### config.mk
export PLATFORM = sky130hd
export DESIGN_NAME = generational_handle_pool_unit
export DESIGN_NICKNAME = d
export VERILOG_FILES = /design/src/rtl/core/ghp_pkg.sv /design/src/rtl/core/ghp_slot_mem.sv /design/src/rtl/core/ghp_alloc.sv /design/src/rtl/core/generational_handle_pool_unit.sv
export VERILOG_INCLUDE_DIRS = /design/src /design/src/rtl/core
export SDC_FILE = /design/constraint.sdc
export NUM_CORES = 2
export LEC_CHECK = 0
export ABC_AREA = 1
export BUFFER_PORTS_ARGS = -buffer_cell sky130_fd_sc_hd__buf_4
export CORE_MARGIN = 1
export CORE_UTILIZATION = 43
export DETAILED_ROUTE_END_ITERATION = 8
export RECOVER_POWER = 100
export SYNTH_ARGS = -nofsm -noshare
export SYNTH_HDL_FRONTEND = slang
export SYNTH_SLANG_ARGS = --single-unit
### constraint.sdc
create_clock -name clk_i -period 8.8 [get_ports clk_i]
set_input_delay 0.44 -clock clk_i [delete_from_list [all_inputs] [get_ports clk_i]]
set_output_delay 0.44 -clock clk_i [all_outputs]
set_load 0.01 [all_outputs]
### src/rtl/core/generational_handle_pool_unit_macros.svh
// Assertion macros shared by the generational handle pool RTL.
// Each macro expects clk_i and rst_ni in the scope where it is used.
`ifndef GENERATIONAL_HANDLE_POOL_UNIT_MACROS_SVH
`define GENERATIONAL_HANDLE_POOL_UNIT_MACROS_SVH

// Same-cycle implication, checked out of reset.
`define GHP_ASSERT_NOW(lbl, ante, cons, msg) \
  lbl: assert property (@(posedge clk_i) disable iff (!rst_ni) (ante) |-> (cons)) \
    else $error(msg);

// Next-cycle implication, checked out of reset.
`define GHP_ASSERT_NEXT(lbl, ante, cons, msg) \
  lbl: assert property (@(posedge clk_i) disable iff (!rst_ni) (ante) |=> (cons)) \
    else $error(msg);

`endif

### src/rtl/core/ghp_pkg.sv
// Shared types and constants for the generational handle pool.
// No dependencies; imported by ghp_alloc, the top level and the testbench.
`timescale 1ns / 1ps
`default_nettype none

package ghp_pkg;

  localparam int unsigned CmdW        = 2;
  localparam int unsigned StatusW     = 2;
  localparam int unsigned HandleIdxW  = 8;
  localparam int unsigned GenW        = 16;
  localparam int unsigned PayloadW    = 32;
  localparam int unsigned DataW       = 56;
  localparam int unsigned SlotCountDef   = 64;
  localparam int unsigned PayloadBitsDef = 32;

  typedef enum logic [CmdW-1:0] {
    CMD_CREATE  = 2'd0,
    CMD_DESTROY = 2'd1,
    CMD_GET     = 2'd2
  } cmd_e;

  typedef enum logic [StatusW-1:0] {
    ST_OK         = 2'd0,
    ST_FULL       = 2'd1,
    ST_BAD_HANDLE = 2'd2,
    ST_STALE      = 2'd3
  } status_e;

  // Lowest free slot as seen by the allocator
  typedef struct packed {
    logic                  full;
    logic [HandleIdxW-1:0] idx;
  } alloc_t;

endpackage

`default_nettype wire

### src/rtl/core/ghp_slot_mem.sv
// Slot memory: one row per slot holding {generation, payload}.
// Synchronous, one write port and one read port, read data registered.
`timescale 1ns / 1ps
`default_nettype none

module ghp_slot_mem #(
  parameter int unsigned Depth = 64,
  parameter int unsigned Width = 48
) (
  input  wire logic                     clk_i,
  input  wire logic                     rd_en_i,
  input  wire logic [$clog2(Depth)-1:0] rd_addr_i,
  output logic      [Width-1:0]         rd_data_o,
  input  wire logic                     we_i,
  input  wire logic [$clog2(Depth)-1:0] wr_addr_i,
  input  wire logic [Width-1:0]         wr_data_i
);

  logic [Width-1:0] mem_q [Depth];
  logic [Width-1:0] rd_data_q;

  always_ff @(posedge clk_i) begin
    if (we_i) begin
      mem_q[wr_addr_i] <= wr_data_i;
    end
  end

  always_ff @(posedge clk_i) begin
    if (rd_en_i) begin
      rd_data_q <= mem_q[rd_addr_i];
    end
  end

  assign rd_data_o = rd_data_q;

endmodule

`default_nettype wire

### src/rtl/core/ghp_alloc.sv
// Allocator: priority encoder that finds the lowest free slot.
// Depends on ghp_pkg for the result struct.
`timescale 1ns / 1ps
`default_nettype none

module ghp_alloc #(
  parameter int unsigned SlotCount = 64
) (
  input  wire logic [SlotCount-1:0] alive_i,
  output ghp_pkg::alloc_t           alloc_o
);
  import ghp_pkg::*;

  always_comb begin
    alloc_o.full = &alive_i;
    alloc_o.idx  = '0;
    // scan from the top so the lowest free slot wins
    for (int i = int'(SlotCount) - 1; i >= 0; i--) begin
      if (!alive_i[i]) begin
        alloc_o.idx = HandleIdxW'(i);
      end
    end
  end

endmodule

`default_nettype wire

### src/rtl/core/generational_handle_pool_unit.sv
// Generational handle pool: top level with control, live bits and output stage.
// Depends on ghp_pkg, ghp_alloc, ghp_slot_mem and the assertion macro header.
//
// Usage:
//   Requests enter on the s_axis channel: tuser carries the command
//   (create, destroy, get), tdata the handle index, handle generation and
//   payload word. Each request yields exactly one result on m_axis: tuser
//   carries the status, tdata the allocated index, its generation and the
//   payload returned by get.
//   One request is in flight at a time. The accept cycle looks up the
//   lowest free slot and issues the slot memory read; the execute state then
//   checks the handle and, once the output register is free, writes the
//   memory and loads the output register. A new request is taken only after
//   the previous one completes, as the slot memory is read, then written.
//   A waiting result does not block the next request; only its completion
//   waits while the output register is still held by a stalled receiver.
//   Reset clears every live bit and every written bit, so every generation reads
//   as zero; the payload memory is not cleared and is only returned for live slots.
`timescale 1ns / 1ps
`default_nettype none

module generational_handle_pool_unit #(
  parameter int unsigned SLOT_COUNT   = ghp_pkg::SlotCountDef,
  parameter int unsigned PAYLOAD_BITS = ghp_pkg::PayloadBitsDef
) (
  input  wire logic                         clk_i,
  input  wire logic                         rst_ni,
  input  wire logic                         s_axis_tvalid_i,
  output logic                              s_axis_tready_o,
  // [7:0] handle_index, [23:8] handle_generation, [55:24] payload_in
  input  wire logic [ghp_pkg::DataW-1:0]    s_axis_tdata_i,
  // [1:0] cmd
  input  wire logic [ghp_pkg::CmdW-1:0]     s_axis_tuser_i,
  output logic                              m_axis_tvalid_o,
  input  wire logic                         m_axis_tready_i,
  // [7:0] slot_index, [23:8] slot_generation, [55:24] payload_out
  output logic      [ghp_pkg::DataW-1:0]    m_axis_tdata_o,
  // [1:0] status
  output logic      [ghp_pkg::StatusW-1:0]  m_axis_tuser_o
);
  import ghp_pkg::*;

`include "generational_handle_pool_unit_macros.svh"

  localparam int unsigned IdxW = $clog2(SLOT_COUNT);
  localparam int unsigned RowW = GenW + PAYLOAD_BITS;

  typedef enum logic [1:0] {
    S_IDLE = 2'b01,
    S_EXEC = 2'b10
  } state_e;

  state_e state_q, state_d;

  logic [CmdW-1:0]         cmd_q;
  logic [GenW-1:0]         hgen_q;
  logic [PAYLOAD_BITS-1:0] pay_q;
  logic [IdxW-1:0]         addr_q, addr_d;
  logic                    full_q;
  logic                    range_ok_q;

  logic [SLOT_COUNT-1:0]   alive_q;
  logic [SLOT_COUNT-1:0]   written_q;

  logic                    out_valid_q;
  status_e                 status_q, status_d;
  logic [HandleIdxW-1:0]   oidx_q, oidx_d;
  logic [GenW-1:0]         ogen_q, ogen_d;
  logic [PayloadW-1:0]     opay_q, opay_d;

  alloc_t                  alloc;
  logic                    accept;
  logic                    advance;
  logic [RowW-1:0]         rd_row;
  logic [RowW-1:0]         wr_row;
  logic [GenW-1:0]         stored_gen;
  logic [GenW-1:0]         next_gen;
  logic                    slot_live;
  logic                    mem_we;
  logic                    kill;

  logic [HandleIdxW-1:0]   in_idx;
  logic [GenW-1:0]         in_gen;
  logic [PayloadW-1:0]     in_pay;

  assign in_idx = s_axis_tdata_i[HandleIdxW-1:0];
  assign in_gen = s_axis_tdata_i[HandleIdxW+GenW-1:HandleIdxW];
  assign in_pay = s_axis_tdata_i[HandleIdxW+GenW+PayloadW-1:HandleIdxW+GenW];

  ghp_alloc #(
    .SlotCount(SLOT_COUNT)
  ) u_alloc (
    .alive_i(alive_q),
    .alloc_o(alloc)
  );

  ghp_slot_mem #(
    .Depth(SLOT_COUNT),
    .Width(RowW)
  ) u_mem (
    .clk_i    (clk_i),
    .rd_en_i  (accept),
    .rd_addr_i(addr_d),
    .rd_data_o(rd_row),
    .we_i     (mem_we),
    .wr_addr_i(addr_q),
    .wr_data_i(wr_row)
  );

  assign s_axis_tready_o = (state_q == S_IDLE);
  assign accept          = s_axis_tvalid_i && s_axis_tready_o;
  assign advance         = (state_q == S_EXEC) && (!out_valid_q || m_axis_tready_i);

  // Create takes the allocator's slot, destroy and get the handle's index
  assign addr_d = (s_axis_tuser_i == CMD_CREATE) ? alloc.idx[IdxW-1:0]
                                                 : in_idx[IdxW-1:0];

  always_comb begin
    state_d = state_q;
    unique case (state_q)
      S_IDLE: begin
        if (accept) begin
          state_d = S_EXEC;
        end
      end
      S_EXEC: begin
        if (advance) begin
          state_d = S_IDLE;
        end
      end
      default: state_d = S_IDLE;
    endcase
  end

  // Generation reads as zero until the slot has been created once
  assign stored_gen = written_q[addr_q] ? rd_row[RowW-1:PAYLOAD_BITS] : '0;
  assign slot_live  = alive_q[addr_q];
  assign next_gen   = ((stored_gen + GenW'(1)) == '0) ? GenW'(1) : stored_gen + GenW'(1);
  assign wr_row     = {next_gen, pay_q};

  always_comb begin
    status_d = ST_BAD_HANDLE;
    oidx_d   = '0;
    ogen_d   = '0;
    opay_d   = '0;
    mem_we   = 1'b0;
    kill     = 1'b0;
    case (cmd_q) inside
      CMD_CREATE: begin
        if (full_q) begin
          status_d = ST_FULL;
        end else begin
          status_d = ST_OK;
          oidx_d   = HandleIdxW'(addr_q);
          ogen_d   = next_gen;
          mem_we   = advance;
        end
      end
      CMD_DESTROY, CMD_GET: begin
        if (hgen_q == '0 || !range_ok_q) begin
          status_d = ST_BAD_HANDLE;
        end else if (!slot_live || stored_gen != hgen_q) begin
          status_d = ST_STALE;
        end else begin
          status_d = ST_OK;
          if (cmd_q == CMD_GET) begin
            opay_d = PayloadW'(rd_row[PAYLOAD_BITS-1:0]);
          end else begin
            kill = advance;
          end
        end
      end
      default: status_d = ST_BAD_HANDLE;
    endcase
  end

  always_ff @(posedge clk_i or negedge rst_ni) begin
    if (!rst_ni) begin
      state_q     <= S_IDLE;
      alive_q     <= '0;
      written_q   <= '0;
      out_valid_q <= 1'b0;
    end else begin
      state_q <= state_d;
      if (mem_we) begin
        alive_q[addr_q]   <= 1'b1;
        written_q[addr_q] <= 1'b1;
      end
      if (kill) begin
        alive_q[addr_q] <= 1'b0;
      end
      if (advance) begin
        out_valid_q <= 1'b1;
      end else if (m_axis_tready_i) begin
        out_valid_q <= 1'b0;
      end
    end
  end

  // Request fields and result payload carry no reset
  always_ff @(posedge clk_i) begin
    if (accept) begin
      cmd_q      <= s_axis_tuser_i;
      hgen_q     <= in_gen;
      pay_q      <= PAYLOAD_BITS'(in_pay);
      addr_q     <= addr_d;
      full_q     <= alloc.full;
      range_ok_q <= ({1'b0, in_idx} < (HandleIdxW + 1)'(SLOT_COUNT));
    end
    if (advance) begin
      status_q <= status_d;
      oidx_q   <= oidx_d;
      ogen_q   <= ogen_d;
      opay_q   <= opay_d;
    end
  end

  assign m_axis_tvalid_o = out_valid_q;
  assign m_axis_tuser_o  = status_q;
  assign m_axis_tdata_o  = {opay_q, ogen_q, oidx_q};

  `GHP_ASSERT_NEXT(a_accept_to_exec, accept, state_q == S_EXEC && !s_axis_tready_o,
                   "accepted item did not enter the execute cycle")
  `GHP_ASSERT_NOW(a_create_gen_nonzero,
                  advance && cmd_q == CMD_CREATE && status_d == ST_OK, ogen_d != '0,
                  "successful create produced generation zero")
  `GHP_ASSERT_NEXT(a_create_marks_live, mem_we, alive_q[$past(addr_q)] && written_q[$past(addr_q)],
                   "created slot not marked live")
  `GHP_ASSERT_NOW(a_one_update, mem_we || kill, advance && !(mem_we && kill),
                  "slot state changed outside a completing item")

endmodule

`default_nettype wire

==> results list <==
- Result of the run: complete, but fails checks
- Violations in the final reports: capacitance limit, slew limit
* Lkg Pwr: 63.4 nW
* WL final: 480 mm
* Sequential share of the synthesized area: 68.6%
* CP max stage cell: clkbuf_1
- The via count of the first global-routing pass was 93400.
- Clock-pin slew on the worst setup and hold paths: 0.06 ns
- For the pin with the worst max-slew slack, the measured transition is 5.40 ns.
* First-pass detailed-route iteration total: 8
* Crit Path Class: register to register
- Routed length per instance: 26.6 µm
- Number of nets with antenna violations after routing: 0
- Number of buffers created by CTS: 351
* Share of final-layout standard cells stronger than drive strength 1: 5.66%
- Number of buffers and inverters on the critical path: 7
- Net count of the finished layout: 13300
- Clock tree skew after final layout: 0.0689 ns
- Before CTS, the worst setup slack after placement is 1.88 ns.
- Maximum single-stage delay on the critical path: 2.23 ns
- In the routed design, unresolved DRC markers number 0.
- Post-detailed-placement half-perimeter wirelength: 240 mm
- In this run the deepest clock path goes through 4 buffers.
- Setup violations remaining at the end of the flow were counted as 0.
- Number of top-level pins: 122
- Post-detailed-route via-to-cell ratio: 5.64
- Initial Util: 43.4%
* Number of synthesized register bits: 3365
- Critical-path cell list: inv_1, ha_1, inv_1, nor2_1, inv_1, nor2_1, inv_6, clkbuf_1, nor2_1, clkbuf_2, buf_4
- Count of unique library cells instantiated by Yosys: 48
* Worst IR Drop VDD: 0.000171 V
- Yosys synthesis warning count: 0
- Ratio of final minimum period to clock period: 92.2%
- The worst setup path is captured at a register.
- Setup repair after global routing left no endpoint under its margin.
* Number of endpoints with negative hold slack in the final report: 0
- In the layout the commonest cells are edfxtp_1 (3234), nand3_1 (3192), nand2_1 (2175).
* Wire length of the first global-routing pass: 682 mm
- Die Height: 586 µm
* Global route overflow: 0
- Mapped cell area: 146000 µm²
- Derived from the worst setup path, the maximum achievable clock frequency is 0.123 GHz.
* Number of flops mapped to enable cells by yosys: 3234
- Die ar.: 343000 µm²
* Dominant delay contributor by cell family on the critical path: buffers and inverters
- The finished layout holds 18100 standard cells, fillers aside.
* Data required time of the critical path: 9.33 ns
* Max capacitance violation total: 166
- The tree is rooted in a clkbuf_16.
* Clock latency on the worst-skew pair: 0.95 ns
- Area overhead of the layout relative to synthesis: 11.5%
- Main synth FF type: edfxtp_1
* Final worst slack: 0.689 ns
- Via count: 102000
- In this run the horizontal extent of the chip is 586 µm.
* Post-Synthesis Cells: 13300
- The final-report max-slew violation count is 5977.
* Headroom to the max-slew limit: -260%
- Iteration-0 DRC count of the detailed router: 14400
- Total Power: 35.5 mW
- Placeable Area: 338000 µm²
* Async set-or-reset flop fraction in the synthesized netlist: 3.89%
- TritonCTS built the clock tree.
- Pin count of the biggest net entering global routing: 157
- Maximum level of the CTS H-tree: 5
- Number of rows created at floorplan: 213
- Routability congestion estimate: 0.884
- Dividing total power by cell area gives a power density of 218 nW/µm².
- For this run, the total global-route usage over all layers was measured as 27.4%.
* TNS Setup: 0 ns
- The clock drives 3365 sinks.
- Shortest clock period the worst path allows after layout: 8.11 ns
- Number of antenna violations at the first check in global routing: 22
* CP max FO: 58
- Input and output buffers added on the ports amount to 119.
- Startpoint class of the critical path: register
* Placed cell count: 17400
- Path type of the worst min-delay path: input pin to register
- Data arrival time at the worst-slack endpoint: 8.64 ns
- Most common cell after layout, fill and taps aside: edfxtp_1
- Count of instances resized after the clock tree is built: 0
- Synthesized area per cell: 11.1 µm²
tightest hold or removal path, cell delays in order:
cell and delay (ns):
dlygate4sd3_1 0.53, buf_4 0.10, o21ai_0 0.07
logic make-up (layout without fill, tap and decap cells):
kind of cell	after synthesis	after routing	synth area share, %
fa+ha+maj	3	3	0.0256
compound gates	204	204	0.839
other cells	1	37	0.00256
buf+inv	2961	3240	7.92
simple gates	6695	6695	22.5
flops	3365	3365	68.6
xor+xnor	21	21	0.126
area by class of cell:
cell class	instances	area, µm²
sequential	3365	100000
inverter	2119	8000
clock inverter	187	1430
clock buffer	447	9460
timing repair buffer	487	3430
antenna	35	87.6
fill	30100	174000
multi-input combinational	6925	34800
tap	4515	5650
power breakdown:
part | switching, mW | internal (mW) | total, mW
clock | 6.29 | 8.11 | 14.4
combinational | 2.30 | 0.718 | 3.02
sequential | 0.0974 | 18.0 | 18.1
total | 8.69 | 26.9 | 35.5
final timing paths:
path	start	end	slack, ns	cells after the start
max	cmd_q[1]$_DFFE_PP_	u_mem.mem_q[43][12]$_DFFE_PP_	0.69	11
min	m_axis_tready_i	m_axis_tvalid_o$_DFFE_PN0P_	0.24	3
max reg2reg	cmd_q[1]$_DFFE_PP_	u_mem.mem_q[43][12]$_DFFE_PP_	0.69	11
min reg2reg	written_q[10]$_DFFE_PN0P_	written_q[10]$_DFFE_PN0P_	0.45	2
max in group asynchronous	rst_ni	alive_q[22]$_DFF_PN0_	1.95	3
min in group asynchronous	rst_ni	m_axis_tvalid_o$_DFFE_PN0P_	1.79	2
through the flow:
stage	utilization, %	hold WS [ns]	instance area, µm²
6_report	48.3	0.240	163000
5_1_grt	48.3	0.229	163000
4_1_cts	48.7	0.0724	164000
3_5_place_dp	45.3	0.445	153000
3_3_place_gp	45.3	0.438	153000
2_1_floorplan	-	0.144	146000
per-layer routing:
metal | global-route usage [%] | wire length, µm
met1 | 38.3 | 192000
met2 | 42.4 | 216000
met3 | 4.97 | 50500
met4 | 11.2 | 21300
met5 | 0 | 41
registers in the layout (all words and copies together), names as in the netlist, 6 cells and up:
name	cells
ogen_q	16
addr_q	6
opay_q	32
oidx_q	6
u_mem.mem_q	3072
hgen_q	16
written_q	64
u_mem.rd_data_o	48
pay_q	32
alive_q	64
Yosys cell counts, types with 9 or more instances:
cell / number / area share [%]
a21oi_1: 46 / 0.16
a22oi_1: 9 / 0.046
a31oi_1: 32 / 0.14
buf_1: 106 / 0.27
buf_2: 260 / 0.89
buf_4: 32 / 0.16
clkbuf_1: 439 / 1.1
clkinv_1: 9 / 0.023
dfrtp_1: 130 / 2.2
edfxtp_1: 3234 / 66
inv_1: 2106 / 5.4
nand2_1: 2176 / 5.6
nand3_1: 3192 / 11
nand3b_1: 962 / 4.9
nand4_1: 21 / 0.090
nor2_1: 242 / 0.62
nor3_1: 55 / 0.19
nor4_1: 10 / 0.043
o21ai_0: 50 / 0.17
o22ai_1: 39 / 0.17
or2_2: 29 / 0.12
xnor2_1: 9 / 0.054
xor2_1: 12 / 0.072
timing repair:
action,CTS,global route
endpoints found under the hold margin,128,0
hold buffers,54,0
buffers inserted,0,0
(Power assumes the default switching activity.)
